===== config.mk =====
export PLATFORM = sky130hd
export DESIGN_NAME = motion_report_controller
export DESIGN_NICKNAME = d
export VERILOG_FILES = /design/src/design/mrc_pkg.sv /design/src/design/motion_report_controller.sv
export SDC_FILE = /design/constraint.sdc
export NUM_CORES = 1
export LEC_CHECK = 0
export BUFFER_PORTS_ARGS = -buffer_cell sky130_fd_sc_hd__buf_2
export CELL_PAD_IN_SITES_DETAIL_PLACEMENT = 0
export CELL_PAD_IN_SITES_GLOBAL_PLACEMENT = 1
export CORE_ASPECT_RATIO = 0.6
export CORE_MARGIN = 2
export CORE_UTILIZATION = 40
export DETAILED_ROUTE_END_ITERATION = 12
export PLACE_DENSITY = 0.82
export SLEW_MARGIN = 25
export SYNTH_ARGS = -nofsm -noshare
export SYNTH_HDL_FRONTEND = slang
export SYNTH_SLANG_ARGS = --single-unit
export TNS_END_PERCENT = 30

===== constraint.sdc =====
create_clock -name clk -period 4.2 [get_ports clk]
set_input_delay 0 -clock clk [delete_from_list [all_inputs] [get_ports clk]]
set_output_delay 0 -clock clk [all_outputs]
set_load 0.01 [all_outputs]

===== src/design/mrc_pkg.sv =====
`timescale 1ns / 1ps
`default_nettype none
// ----------------------------------------------------------------------------
// mrc_pkg
// Types, codes and sizing constants of the motion report controller.
// ----------------------------------------------------------------------------
package mrc_pkg;

  localparam int STAGE_COUNT = 4;
  localparam int COUNT_WIDTH = 10;
  localparam int STAGE_W     = (STAGE_COUNT > 2) ? $clog2(STAGE_COUNT) : 1;
  localparam int LIMIT_W     = 10;
  localparam int CMP_W       = (COUNT_WIDTH > LIMIT_W) ? COUNT_WIDTH : LIMIT_W;
  localparam int CFG_IDX_W   = 3;
  localparam int CFG_DATA_W  = 16;

  localparam logic [CMP_W-1:0] COUNT_MAX = CMP_W'((64'd1 << COUNT_WIDTH) - 64'd1);

  // Mode codes
  localparam logic [2:0] MODE_DISABLED     = 3'd0;
  localparam logic [2:0] MODE_DISCONNECTED = 3'd1;
  localparam logic [2:0] MODE_IDLE         = 3'd2;
  localparam logic [2:0] MODE_FETCHING     = 3'd3;
  localparam logic [2:0] MODE_SUSPENDED    = 3'd4;

  // Event codes
  localparam logic [3:0] ACT_DATA_READY  = 4'd0;
  localparam logic [3:0] ACT_SAMPLE      = 4'd1;
  localparam logic [3:0] ACT_SUBSCRIBE   = 4'd2;
  localparam logic [3:0] ACT_UNSUBSCRIBE = 4'd3;
  localparam logic [3:0] ACT_POWER_DOWN  = 4'd4;
  localparam logic [3:0] ACT_WAKE        = 4'd5;
  localparam logic [3:0] ACT_USB_ACTIVE  = 4'd6;
  localparam logic [3:0] ACT_USB_SUSPEND = 4'd7;
  localparam logic [3:0] ACT_KEY         = 4'd8;
  localparam logic [3:0] ACT_START       = 4'd9;

  // Register indexes
  localparam logic [CFG_IDX_W-1:0] REG_EMPTY_LIMIT = 3'd0;
  localparam logic [CFG_IDX_W-1:0] REG_CPI_ONE     = 3'd1;
  localparam logic [CFG_IDX_W-1:0] REG_CPI_TWO     = 3'd2;
  localparam logic [CFG_IDX_W-1:0] REG_CPI_THREE   = 3'd3;
  localparam logic [CFG_IDX_W-1:0] REG_CPI_FOUR    = 3'd4;
  localparam logic [CFG_IDX_W-1:0] REG_USB_RATE    = 3'd5;
  localparam logic [CFG_IDX_W-1:0] REG_RADIO_RATE  = 3'd6;

  localparam logic [7:0]  CPI_KEY      = 8'd5;
  localparam logic [7:0]  PEER_MAX     = 8'd255;
  localparam logic [15:0] DEFAULT_RATE = 16'd1000;

  typedef struct packed {
    logic [3:0]         action;
    logic signed [15:0] delta_x;
    logic signed [15:0] delta_y;
    logic [7:0]         key_code;
  } in_item_t;

  typedef struct packed {
    logic               report_valid;
    logic               report_to_usb;
    logic signed [15:0] report_dx;
    logic signed [15:0] report_dy;
    logic               flush_request;
    logic               polling_on;
    logic [15:0]        poll_rate_hz;
    logic               irq_enabled;
    logic [15:0]        cpi_value;
    logic               wake_request;
    logic [2:0]         mode_code;
  } out_item_t;

endpackage
`default_nettype wire


===== src/design/motion_report_controller.sv =====
`timescale 1ns / 1ps
`default_nettype none
// ----------------------------------------------------------------------------
// motion_report_controller
// Mouse motion front-end controller: event decode, mode tracking, report
// routing and empty-sample flush.
// ----------------------------------------------------------------------------
// One event beat is taken per clock while in_stall is low; its result beat
// appears in the output register on the next clock. The whole event decode
// and state update is one stage between the input handshake and the output
// register, so the block sustains one beat per cycle as long as the result
// side keeps draining. Configuration writes take effect on the next event.
module motion_report_controller (
  input  wire                          clk,
  input  wire                          rst_n,
  input  wire                          in_valid,
  output logic                         in_stall,
  input  mrc_pkg::in_item_t            in_data,
  output logic                         out_valid,
  input  wire                          out_stall,
  output mrc_pkg::out_item_t           out_data,
  input  wire                          cfg_we,
  input  wire [mrc_pkg::CFG_IDX_W-1:0] cfg_index,
  input  wire [mrc_pkg::CFG_DATA_W-1:0] cfg_wdata
);
  import mrc_pkg::*;

  logic [LIMIT_W-1:0] empty_limit_r;
  logic [15:0]        cpi_one_r, cpi_two_r, cpi_three_r, cpi_four_r;
  logic [15:0]        usb_rate_r, radio_rate_r;

  logic [2:0]             mode_r, mode_nxt;
  logic [7:0]             peer_r, peer_nxt;
  logic                   usb_r, usb_nxt;
  logic [COUNT_WIDTH-1:0] empty_r, empty_nxt;
  logic [STAGE_W-1:0]     stage_r, stage_nxt;
  logic                   poll_r, poll_nxt;
  logic                   irq_r, irq_nxt;

  logic      out_valid_r;
  out_item_t out_data_r, out_data_nxt;

  logic              accept;
  logic [CMP_W-1:0]  limit;
  logic [15:0]       rate_raw;
  logic [1:0]        stage_sel;
  logic              zero_sample;

  assign in_stall  = out_valid_r & out_stall;
  assign accept    = in_valid & ~in_stall;
  assign out_valid = out_valid_r;
  assign out_data  = out_data_r;

  always_comb begin
    if (CMP_W'(empty_limit_r) < COUNT_MAX) begin
      limit = CMP_W'(empty_limit_r);
    end else begin
      limit = COUNT_MAX;
    end
  end

  assign zero_sample = (in_data.delta_x == 16'sd0) && (in_data.delta_y == 16'sd0);

  always_comb begin
    mode_nxt  = mode_r;
    peer_nxt  = peer_r;
    usb_nxt   = usb_r;
    empty_nxt = empty_r;
    stage_nxt = stage_r;
    poll_nxt  = poll_r;
    irq_nxt   = irq_r;

    out_data_nxt = '0;

    case (in_data.action)
      ACT_DATA_READY: begin
        if (mode_r == MODE_IDLE || mode_r == MODE_DISCONNECTED) begin
          irq_nxt  = 1'b0;
          mode_nxt = MODE_FETCHING;
          poll_nxt = 1'b1;
        end else if (mode_r == MODE_SUSPENDED) begin
          out_data_nxt.wake_request = 1'b1;
        end
      end
      ACT_SAMPLE: begin
        if (mode_r == MODE_FETCHING) begin
          if (zero_sample && CMP_W'(empty_r) >= limit) begin
            empty_nxt = '0;
            out_data_nxt.flush_request = 1'b1;
            poll_nxt = 1'b0;
            mode_nxt = MODE_IDLE;
            irq_nxt  = 1'b1;
          end else begin
            if (zero_sample) begin
              empty_nxt = empty_r + 1'b1;
            end else begin
              empty_nxt = '0;
            end
            out_data_nxt.report_valid  = 1'b1;
            out_data_nxt.report_to_usb = usb_r;
            out_data_nxt.report_dx     = in_data.delta_x;
            out_data_nxt.report_dy     = in_data.delta_y;
          end
        end
      end
      ACT_SUBSCRIBE, ACT_UNSUBSCRIBE: begin
        if (in_data.action == ACT_SUBSCRIBE) begin
          if (peer_r != PEER_MAX) peer_nxt = peer_r + 8'd1;
        end else begin
          if (peer_r != 8'd0) peer_nxt = peer_r - 8'd1;
        end
        if (peer_nxt != 8'd0) begin
          if (mode_r == MODE_DISCONNECTED) begin
            mode_nxt = MODE_IDLE;
            irq_nxt  = 1'b1;
          end
        end else begin
          irq_nxt  = 1'b0;
          poll_nxt = 1'b0;
          mode_nxt = MODE_DISCONNECTED;
        end
      end
      ACT_POWER_DOWN: begin
        poll_nxt = 1'b0;
        irq_nxt  = 1'b1;
        mode_nxt = MODE_SUSPENDED;
      end
      ACT_WAKE: begin
        if (mode_r == MODE_SUSPENDED) begin
          poll_nxt = 1'b1;
          mode_nxt = MODE_FETCHING;
        end
      end
      ACT_USB_ACTIVE: begin
        usb_nxt = 1'b1;
        if (mode_r == MODE_IDLE || mode_r == MODE_DISCONNECTED) begin
          irq_nxt  = 1'b0;
          mode_nxt = MODE_FETCHING;
          poll_nxt = 1'b1;
        end
      end
      ACT_USB_SUSPEND: begin
        usb_nxt = 1'b0;
      end
      ACT_KEY: begin
        if (in_data.key_code == CPI_KEY) begin
          if (stage_r == STAGE_W'(STAGE_COUNT - 1)) begin
            stage_nxt = '0;
          end else begin
            stage_nxt = stage_r + 1'b1;
          end
        end
      end
      ACT_START: begin
        if (mode_r == MODE_DISABLED) begin
          stage_nxt = STAGE_W'(1);
          mode_nxt  = (peer_r != 8'd0) ? MODE_IDLE : MODE_DISCONNECTED;
          irq_nxt   = 1'b1;
        end
      end
      default: begin
      end
    endcase

    rate_raw  = usb_nxt ? usb_rate_r : radio_rate_r;
    stage_sel = 2'(stage_nxt);

    out_data_nxt.polling_on   = poll_nxt;
    out_data_nxt.poll_rate_hz = (rate_raw == 16'd0) ? DEFAULT_RATE : rate_raw;
    out_data_nxt.irq_enabled  = irq_nxt;
    out_data_nxt.mode_code    = mode_nxt;
    case (stage_sel)
      2'd0:    out_data_nxt.cpi_value = cpi_one_r;
      2'd1:    out_data_nxt.cpi_value = cpi_two_r;
      2'd2:    out_data_nxt.cpi_value = cpi_three_r;
      default: out_data_nxt.cpi_value = cpi_four_r;
    endcase
  end

  // Configuration registers
  always_ff @(posedge clk) begin
    if (!rst_n) begin
      empty_limit_r <= LIMIT_W'(10);
      cpi_one_r     <= 16'd400;
      cpi_two_r     <= 16'd1600;
      cpi_three_r   <= 16'd3200;
      cpi_four_r    <= 16'd16000;
      usb_rate_r    <= 16'd1000;
      radio_rate_r  <= 16'd8000;
    end else if (cfg_we) begin
      case (cfg_index)
        REG_EMPTY_LIMIT: empty_limit_r <= cfg_wdata[LIMIT_W-1:0];
        REG_CPI_ONE:     cpi_one_r     <= cfg_wdata;
        REG_CPI_TWO:     cpi_two_r     <= cfg_wdata;
        REG_CPI_THREE:   cpi_three_r   <= cfg_wdata;
        REG_CPI_FOUR:    cpi_four_r    <= cfg_wdata;
        REG_USB_RATE:    usb_rate_r    <= cfg_wdata;
        REG_RADIO_RATE:  radio_rate_r  <= cfg_wdata;
        default: begin
        end
      endcase
    end
  end

  // Controller state
  always_ff @(posedge clk) begin
    if (!rst_n) begin
      mode_r  <= MODE_DISABLED;
      peer_r  <= '0;
      usb_r   <= 1'b0;
      empty_r <= '0;
      stage_r <= STAGE_W'(1);
      poll_r  <= 1'b0;
      irq_r   <= 1'b0;
    end else if (accept) begin
      mode_r  <= mode_nxt;
      peer_r  <= peer_nxt;
      usb_r   <= usb_nxt;
      empty_r <= empty_nxt;
      stage_r <= stage_nxt;
      poll_r  <= poll_nxt;
      irq_r   <= irq_nxt;
    end
  end

  // Result register
  always_ff @(posedge clk) begin
    if (!rst_n) begin
      out_valid_r <= 1'b0;
    end else if (accept) begin
      out_valid_r <= 1'b1;
    end else if (!out_stall) begin
      out_valid_r <= 1'b0;
    end
  end

  always_ff @(posedge clk) begin
    if (accept) begin
      out_data_r <= out_data_nxt;
    end
  end

endmodule
`default_nettype wire


==> out/summary.log, run 1 <==
[clock_tree] CTS resizes 0
[die] Ports 143
[timing] setup repair after global routing missed its margin false
[routing] number of routed nets with antenna violations 0
[yosys] gate count after technology mapping 1,046
[yosys] share of flip-flops with an asynchronous set or reset after synthesis 0%
[timing] # setup viols final 0
[clock_tree] CTS H-tree depth 1
[timing] max-slew violation total from the final report 0
[yosys] largest cells by area after synthesis dfxtp_1 27%, edfxtp_1 22%, nand2_1 9.7%
[routing] violation count after the first detailed-routing iteration 578
[die] horizontal extent of the die 206 µm
[setup_path] WP data required 4.47 ns
[die] core box area 0.0241 mm²
[routing] Routed wire per std cell 17.1 µm
[clock_tree] clock tree from TritonCTS built
[finish] Filler cells 2,172
[finish] final core utilization 49.8%
[global_route] largest net degree at the start of global routing 99
[placed_design] gpl congestion 0.926
[routing] detailed-route via count 8,129
[clock_tree] clock-pin slew on the worst setup and hold paths 0.07 ns
[routing] WL final 26,500 µm
[finish] Area Overhead vs Synth 22.8%
[timing] worst relative slew slack 32.4%
[power] Switching Power 1.13 mW
[global_route] via count of the first global-routing pass 7,365
[setup_path] crit path launch type flop
[die] die outline area 0.0257 mm²
[global_route] total routing usage reported by global routing 20.2%
[finish] most frequent standard cell in the layout excluding fill and tap cells nand2_1
[timing] Post-Route Skew 0.0239 ns
[clock_tree] cts-stage hold buffer count 50
[timing] number of endpoints with negative hold slack in the final report 0
[clock_tree] insertion delay to the later sink of the worst-skew pair 0.51 ns
[power] leakage component of the power 4.72 nW
[routing] Via density 5.24
[timing] Worst Tran Pin Value 1.01 ns
[power] highest ir drop seen on vdd 0.191 mV
[finish] number of nets in the layout 1,293
[clock_tree] clk root buf clkbuf_16
[power] proportion of power drawn by flip-flops and latches 46.4%
[global_route] first-pass GRT wire length 41,300 µm
[yosys] number of distinct library cells after synthesis 75
[power] power density normalized to cell area 392 mW/mm²
[yosys] mean area per synthesized cell 9.33 µm²
[yosys] post-synthesis sequential area ratio 49.7%
[setup_path] endpoint type of the worst setup path flop
[timing] total negative slack 0 ns
[worst_hold_path] hold crit path type in -> reg
[run_status] result of the run finished, final reports clean
[clock_tree] deepest clock path buffer count 3
[clock_tree] cts bufs inserted 22
[die] Die Height 125 µm
[global_route] overflow left after global routing 0
[die] effective utilization at floorplan 40.6%
[die] number of cell rows 44
[yosys] Top FF cell, synth dfxtp_1
[yosys] Warnings, synthesis 0
[setup_path] critical path class reg -> reg
[timing] crit share post-route 73.6%
[yosys] Synthesized Nets 1,128
[timing] shortest period the worst path allows 3.09 ns
[run] max cap viols 0
[routing] number of DRC violations after detailed routing 0
[finish] top library cells by usage in the layout, fill and taps aside 251 x nand2_1, 141 x buf_2, 133 x dfxtp_1
[yosys] number of flip-flops and latches in the synthesized netlist 206
[global_route] number of antenna violations at the first check in global routing 4
[finish] layout cells sized above 1 18.8%
[finish] Sequential cell area 0.00485 mm²
[power] Clk pwr share 43.9%
[setup_path] worst path arrival time 3.36 ns
[yosys] EDFF count, synth 73
[yosys] proportion of netlist area held by the largest area contributor 27.3%
[power] combinational power share 9.7%
[finish] footprint of the multi-input gates 0.00456 mm²
[clock_tree] clock sinks 206
[setup_path] biggest fanout along the worst timing path 11
[timing] maximum frequency from static timing analysis 0.323 GHz
[yosys] summed instance area of the synthesized netlist 0.00976 mm²
[power] switch share 24.0%
[routing] Pre-antenna DRT Iters 5
[clock_tree] number of post-CTS setup repair buffers 0
[yosys] cell taking the most area after synthesis dfxtp_1
[placed_design] final HPWL from detailed placement 17,500 µm
[placed_design] number of port buffers 142
[power] internal power consumption 3.57 mW
==> per-layer routing <==
metal  up-vias  track usage (%)  wire, µm
li1       4017                -         -
met3        22             4.20      2120
met4         2             3.26       294
met2       290             28.6     10900
met5         -                0        13
met1      3798             31.6     13200
==> cell families (layout without fill, tap and decap cells) <==
kind of cell	Yosys count	after routing	share of synthesized area [%]
XOR/XNOR	2	2	0.179
AO/OA/AOI/OAI	222	222	16.6
flip-flops	206	206	49.7
other	0	3	0
buffers and inverters	84	265	3.84
adder cells (fa/ha/maj)	15	15	1.90
AND/OR/NAND/NOR	483	483	24.1
multiplexers	34	34	3.63
==> per-stage QoR <==
step / instances / worst slack [ns] / total power, mW / hold WS (ns) / cell area [µm²]
5_1_grt: 1550 / 0.840 / 4.87 / 0.106 / 12000
6_report: 1552 / 1.11 / 4.69 / 0.0692 / 12000
3_3_place_gp: 1459 / 1.15 / 2.63 / 0.228 / 10700
2_1_floorplan: 1046 / 1.11 / 2.47 / 0.124 / 9760
3_5_place_dp: 1459 / 1.09 / 2.64 / 0.237 / 10700
4_1_cts: 1549 / 1.10 / 4.72 / 0.0487 / 12000
==> critical path, stage by stage, from the launching register on <==
cell and delay (ns):
dfxtp_1 0.45, inv_1 0.19, ha_1 0.28, nor4b_1 0.41, a21oi_1 0.15, a211o_1 0.32
a21oi_1 0.25, nand4b_4 0.18, o21ai_4 0.26, nand2_2 0.08, o32a_1 0.29
==> Yosys cell counts, types with 23 or more instances <==
cell and number:
mux2i_1 23, clkbuf_1 47, nand3_1 43, a21boi_0 86, edfxtp_1 73, and2_1 35
nor2b_1 31, nor2_1 36, a21oi_1 40, dfxtp_1 133, nand2_1 251
==> final timing paths <==
| kind | startpoint | end | slack, ns | depth (start not counted) |
|---|---|---|---|---|
| setup / recovery | peer_r[0] | out_data[1] | 1.11 | 10 |
| hold / removal | in_data[43] | out_data[2] | 0.07 | 3 |
| setup reg to reg | peer_r[0] | out_data[1] | 1.11 | 10 |
| hold reg to reg | cpi_three_r[15] | cpi_three_r[15] | 0.46 | 2 |
==> power by group through the flow <==
stage / Combinational (mW) / Sequential, mW / Clock (mW)
3_3_place_gp: 0.412 / 2.22 / 0
6_report: 0.457 / 2.18 / 2.06
5_1_grt: 0.499 / 2.18 / 2.19
3_5_place_dp: 0.416 / 2.22 / 0
4_1_cts: 0.454 / 2.18 / 2.09
2_1_floorplan: 0.231 / 2.23 / 0
==> registers in the layout (all words and copies together) (netlist names) <==
name,flops
empty_limit_r,10
cpi_one_r,16
cpi_four_r,16
irq_r,1
radio_rate_r,16
peer_r,8
usb_rate_r,16
out_data,73
stage_r,2
poll_r,1
usb_r,1
cpi_three_r,16
empty_r,10
out_valid,1
cpi_two_r,16
mode_r,3
==> final cells by class <==
type,count,area share (%)
antenna,3,0.0626
timing repair buffer,205,10.9
tap,322,3.36
sequential,206,40.5
clock inverter,12,1.27
inverter,20,0.637
clock buffer,28,5.20
multi-input combinational,756,38.0
No activity file was read; power rests on OpenSTA's default activity.
==> run 2: changes to the inputs <==
Clock period 4.2 ns to 2.9 ns, I/O delays scaled along.
==> run 2 against run 1 <==
  * Critical endpoint unchanged
  * Non-clock buffer count is 25 higher
  * Setup slack lost 0.98 ns
  * Routed wire length up 4.0%
  * Register-to-register slack got worse by 0.98 ns
  * First-iteration DRC count decreased by 12%
  * Via count grew 2.1%
  * Largest power group unchanged
  * Global-route usage grew 1.1 points
  * Clock skew is 0.0053 ns lower
  * Total power rose by 47%
  * Sequential power increased by 44%
==> out/summary.log, run 2 (synthesized netlist as in run 1, its figures left out) <==
[global_route] largest net degree at the start of global routing 72
[setup_path] crit path from peer_r[0]
[clock_tree] insertion delay to the later sink of the worst-skew pair 0.51 ns
[power] Clk pwr share 44.2%
[routing] Routed wire per std cell 17.5 µm
[setup_path] biggest fanout along the worst timing path 7
[power] leakage component of the power 4.85 nW
[die] Ports 143
[routing] Pre-antenna DRT Iters 7
[timing] # setup viols final 0
[die] die outline area 0.0257 mm²
[setup_path] cell chain of the critical path inv_1, ha_2, or4b_4, a311o_1, a211oi_2, nand4b_4, o21ai_4, nand2_2, o32a_1
[timing] minimum hold slack 0.0736 ns
[setup_path] worst path arrival time 3.03 ns
[power] power density normalized to cell area 563 mW/mm²
[clock_tree] clock sinks 206
[setup_path] startpoint of the worst-slack reg-to-reg timing path peer_r[0]
[setup_path] total stage count of the critical path 9
[setup_path] cell family with most CP delay compound AO/OA/AOI/OAI gates
[finish] final core utilization 50.8%
[finish] number of nets in the layout 1,318
[clock_tree] clock-pin slew on the worst setup and hold paths 0.07 ns
[setup_path] crit path launch type flop
[clock_tree] cts bufs inserted 22
[power] Pwr Total 6.89 mW
[setup_path] Register-to-Register Setup Slack 0.13 ns
[setup_path] endpoint type of the worst setup path flop
[die] number of cell rows 44
[timing] worst relative slew slack 43.8%
[run_status] result of the run finished, final reports clean
[global_route] total routing usage reported by global routing 21.3%
[setup_path] WP data required 3.16 ns
[setup_path] max incr delay on CP 0.52 ns
[finish] number of flip-flops under the largest register name 73
[finish] Area Overhead vs Synth 25.3%
[routing] WL final 27,600 µm
[placed_design] number of port buffers 142
[clock_tree] clock tree from TritonCTS built
[worst_hold_path] hold crit path type in -> reg
[global_route] number of antenna violations at the first check in global routing 4
[timing] Worst Tran Pin Value 0.840 ns
[placed_design] worst setup timing slack at the placement stage -0.0101 ns
[finish] layout cells sized above 1 20.4%
[setup_path] critical path class reg -> reg
[timing] final worst slack 0.126 ns
[placed_design] gpl congestion 0.911
[power] switch share 23.8%
[global_route] overflow left after global routing 0
[setup_path] worst path bufs/invs 1
[global_route] first-pass GRT wire length 43,800 µm
[global_route] via count of the first global-routing pass 7,910
[timing] shortest period the worst path allows 2.77 ns
[routing] number of DRC violations after detailed routing 0
[routing] number of routed nets with antenna violations 0
[die] effective utilization at floorplan 40.6%
[clock_tree] deepest clock path buffer count 3
[clock_tree] CTS H-tree depth 1
[timing] maximum frequency from static timing analysis 0.360 GHz
[timing] Post-Route Skew 0.0185 ns
[power] internal power consumption 5.25 mW
[power] proportion of power drawn by flip-flops and latches 45.7%
[timing] number of endpoints with negative hold slack in the final report 0
[finish] most frequent standard cell in the layout excluding fill and tap cells nand2_1
[placed_design] final HPWL from detailed placement 18,300 µm
[power] combinational power share 10.0%
[die] horizontal extent of the die 206 µm
[die] Die Height 125 µm
[power] Switching Power 1.64 mW
[routing] violation count after the first detailed-routing iteration 506
[placed_design] placed cell area 0.0109 mm²
[routing] Via density 5.26
[die] core box area 0.0241 mm²
[finish] Finished Cell Area 0.0122 mm²
[finish] top library cells by usage in the layout, fill and taps aside 251 x nand2_1, 141 x buf_2, 133 x dfxtp_1
[setup_path] cell with the biggest individual delay on the critical path or4b_4
[clock_tree] clk root buf clkbuf_16
[routing] detailed-route via count 8,298
[timing] crit share post-route 95.7%
[power] highest ir drop seen on vdd 0.282 mV
[worst_hold_path] cell count of the worst hold path 5
[timing] max-slew violation total from the final report 0
[run] max cap viols 0
[worst_hold_path] Worst Hold Launch cfg_index[0]
[setup_path] Worst Reg-to-Reg Cells 9
run 2: cell count changes in the layout (fill, tap and decap cells not counted), sizes merged:
cell,previous run,this run
buf,155,179
bufinv,3,4
clkinv,10,7
clkinvlp,0,2
dlygate4sd3,50,51
run 2: power groups by stage:
stage | combinational, mW | clock, mW | sequential [mW]
floorplan | 0.335 | 0 | 3.23
global placement | 0.619 | 0 | 3.21
detailed placement | 0.626 | 0 | 3.21
CTS | 0.683 | 3.10 | 3.15
global route | 0.756 | 3.23 | 3.16
finish | 0.692 | 3.05 | 3.15
run 2: layout make-up:
type / instances / area, µm²
Clock buffer: 28 / 613
Tap cell: 322 / 403
Antenna cell: 3 / 7.51
Inverter: 20 / 76.3
Clock inverter: 12 / 178
Fill cell: 2192 / 11800
Sequential cell: 206 / 4850
Multi-Input combinational cell: 756 / 4570
Timing Repair Buffer: 230 / 1530
run 2: repair_timing:
action,4_1_cts,5_1_grt
pin swaps,0,2
gates resized for setup,1,3
hold buffers,51,0
endpoints found under the hold margin,142,0
setup endpoints to repair,1,3
buffers inserted,0,1
run 2: tightest hold or removal path, delay by kind of cell:
kind                   cells  cell delay [ns]
AO/OA/AOI/OAI              1             0.07
buffers and inverters      1             0.15
AND/OR/NAND/NOR            3             0.31
run 2: worst paths after layout:
kind / to
max reg2reg: out_data[1]
max: out_data[1]
min: cpi_one_r[0]
min reg2reg: empty_limit_r[6]
run 2: routing by layer:
layer	up-vias	global-route usage [%]	share of wire (%)
li1	4064	-	-
met1	3935	33.0	50
met2	259	30.5	41
met3	38	4.51	7.3
met4	2	3.98	1.5
met5	-	0	0.047
run 2: per-stage QoR:
stage	TNS (ns)	std cells
after floorplan	0	1046
after global placement	0	1482
after detailed placement	-0.0101	1482
after CTS	0	1573
after global routing	-0.00290	1575
final	0	1577
==> run 3: changes to the inputs <==
Settings changed: CELL_PAD_IN_SITES_DETAIL_PLACEMENT 0 to unset, CELL_PAD_IN_SITES_GLOBAL_PLACEMENT 1 to unset, PLACE_DENSITY 0.82 to 0.67, REMOVE_ABC_BUFFERS set to 1.
==> run 3 against run 2 <==
  * Combinational power barely moved
  * Global-route usage fell by 2.0 points
  * Setup slack worse by 0.0069 ns
  * Die area is the same
  * Hold slack worse by 0.036 ns
  * Maximum frequency fell by 0.25%
  * Non-clock buffer count increased by 4
  * Final cell count hardly changed
  * Critical path depth unchanged
  * Via count is 0.18% lower
  * Total power decreased by 4.8%
  * Largest power group unchanged
  * Highest routed layer is now met4
==> out/summary.log, run 3 (synthesized netlist as in run 1, its figures left out) <==
[routing] number of DRC violations after detailed routing 0
[clock_tree] clock sinks 206
[routing] Routed wire per std cell 16.4 µm
[setup_path] max incr delay on CP 0.51 ns
[setup_path] startpoint of the worst-slack reg-to-reg timing path peer_r[0]
[clock_tree] clock-pin slew on the worst setup and hold paths 0.07 ns
[timing] Post-Route Skew 0.0162 ns
[routing] detailed-route via count 8,283
[clock_tree] insertion delay to the later sink of the worst-skew pair 0.50 ns
[die] number of cell rows 44
[setup_path] critical path class reg -> reg
[timing] max-slew violation total from the final report 0
[die] horizontal extent of the die 206 µm
[placed_design] gpl congestion 0.931
[finish] number of flip-flops under the largest register name 73
[die] Die Height 125 µm
[clock_tree] cts bufs inserted 21
[clock_tree] deepest clock path buffer count 3
[finish] most frequent standard cell in the layout excluding fill and tap cells nand2_1
[finish] top library cells by usage in the layout, fill and taps aside 251 x nand2_1, 141 x buf_2, 133 x dfxtp_1
[timing] Worst Tran Pin Value 0.922 ns
[finish] number of nets in the layout 1,321
[setup_path] endpoint type of the worst setup path flop
[routing] violation count after the first detailed-routing iteration 551
[finish] Final Non-Filler Cells 1,578
[timing] shortest period the worst path allows 2.78 ns
[timing] # setup viols final 0
[power] leakage component of the power 4.82 nW
[routing] number of routed nets with antenna violations 0
[setup_path] crit path launch type flop
[power] proportion of power drawn by flip-flops and latches 48.0%
[routing] Via density 5.25
[placed_design] worst setup timing slack at the placement stage 0.0512 ns
[global_route] via count of the first global-routing pass 7,638
[timing] number of endpoints with negative hold slack in the final report 0
[global_route] number of antenna violations at the first check in global routing 1
[setup_path] worst path bufs/invs 1
[clock_tree] clk root buf clkbuf_16
[power] highest ir drop seen on vdd 0.309 mV
[setup_path] Register-to-Register Setup Slack 0.12 ns
[finish] layout cells sized above 1 20.3%
[global_route] first-pass GRT wire length 40,200 µm
[timing] worst relative slew slack 38.3%
[worst_hold_path] Worst Hold Launch cfg_index[0]
[setup_path] biggest fanout along the worst timing path 7
[setup_path] WP data required 3.15 ns
[routing] Pre-antenna DRT Iters 5
[timing] maximum frequency from static timing analysis 0.360 GHz
[placed_design] final HPWL from detailed placement 17,400 µm
[global_route] total routing usage reported by global routing 19.3%
[global_route] overflow left after global routing 0
[routing] WL final 25,800 µm
[die] core box area 0.0241 mm²
[worst_hold_path] hold crit path type in -> reg
[finish] final core utilization 50.5%
[setup_path] Worst Reg-to-Reg Cells 9
[timing] crit share post-route 95.9%
[timing] setup repair after global routing missed its margin false
[placed_design] cell total after placement 1,486
[setup_path] cell family with most CP delay compound AO/OA/AOI/OAI gates
[clock_tree] CTS H-tree depth 1
[worst_hold_path] cell count of the worst hold path 5
[die] effective utilization at floorplan 40.6%
[power] Clk pwr share 41.5%
[die] Ports 143
[setup_path] worst path arrival time 3.03 ns
[die] die outline area 0.0257 mm²
[power] internal power consumption 4.97 mW
[power] power density normalized to cell area 540 mW/mm²
[global_route] largest net degree at the start of global routing 65
[timing] final worst slack 0.119 ns
[clock_tree] clock tree from TritonCTS built
[setup_path] cell with the biggest individual delay on the critical path or4b_4
[run] max cap viols 0
[worst_hold_path] endpoint of the worst hold path usb_rate_r[7]
[power] combinational power share 10.5%
[placed_design] number of port buffers 142
[setup_path] cell chain of the critical path inv_1, ha_2, or4b_4, a311o_1, a211oi_2, nand4b_4, o21ai_4, nand2_2, o32a_1
[finish] Area Overhead vs Synth 24.4%
[run_status] result of the run finished, final reports clean
[power] switch share 24.3%
[setup_path] capture point of the worst reg-to-reg path out_data[1]
[power] Switching Power 1.59 mW
run 3: area by class of cell:
type | count | area, µm²
fillers | 2214 | 11900
diodes | 2 | 5.00
clock buffers | 28 | 572
inverters | 20 | 76.3
repair buffers | 234 | 1560
flip-flops and latches | 206 | 4850
well taps | 322 | 403
clock inverters | 10 | 111
multi-input cells | 756 | 4570
run 3: tightest hold or removal path: stages:
cell      delay (ns)
buf_2           0.15
nand2b_1        0.10
nor2_1          0.10
nand2_1         0.08
nand3_1         0.06
run 3: how the worst max path moves through the flow:
| stage | depth (start not counted) | startpoint | to | slack (ns) |
|---|---|---|---|---|
| after detailed placement | 9 | peer_r[0] | out_data[1] | 0.05 |
| after global routing | 9 | mode_r[0] | empty_r[4] | 0.007 |
| after global placement | 10 | peer_r[0] | out_data[1] | 0.09 |
| final | 9 | peer_r[0] | out_data[1] | 0.12 |
| after floorplan | 5 | mode_r[0] | out_data[10] | -1.54 |
| after CTS | 9 | peer_r[0] | out_data[1] | 0.05 |
run 3: what timing repair did:
action,4_1_cts,5_1_grt
hold endpoints to repair,139,0
endpoints found under the setup margin,0,1
hold buffers,51,0
resized for setup,0,3
buffers inserted,0,1
run 3: power by group through the flow:
stage	clock (mW)	combinational (mW)	sequential, mW
after floorplan	0	0.288	3.24
after global placement	0	0.622	3.21
after detailed placement	0	0.625	3.21
after CTS	2.80	0.683	3.14
after global routing	2.92	0.750	3.15
final	2.72	0.689	3.15
run 3: per-stage QoR:
stage / hold WS, ns / total power [mW] / setup TNS (ns) / area [µm²]
after CTS: 0.0104 / 6.62 / 0 / 12100
after global placement: 0.224 / 3.83 / 0 / 10900
final: 0.0371 / 6.56 / 0 / 12100
after global routing: 0.0547 / 6.82 / 0 / 12100
after detailed placement: 0.231 / 3.83 / 0 / 10900
after floorplan: 0.0718 / 3.53 / -37.92 / 9460
run 3: per-layer routing:
metal / wire, µm / global-route usage (%)
met1: 13000 / 29.7
met2: 10800 / 28.7
met3: 1800 / 3.44
met4: 212 / 2.79
met5: 0 / 0
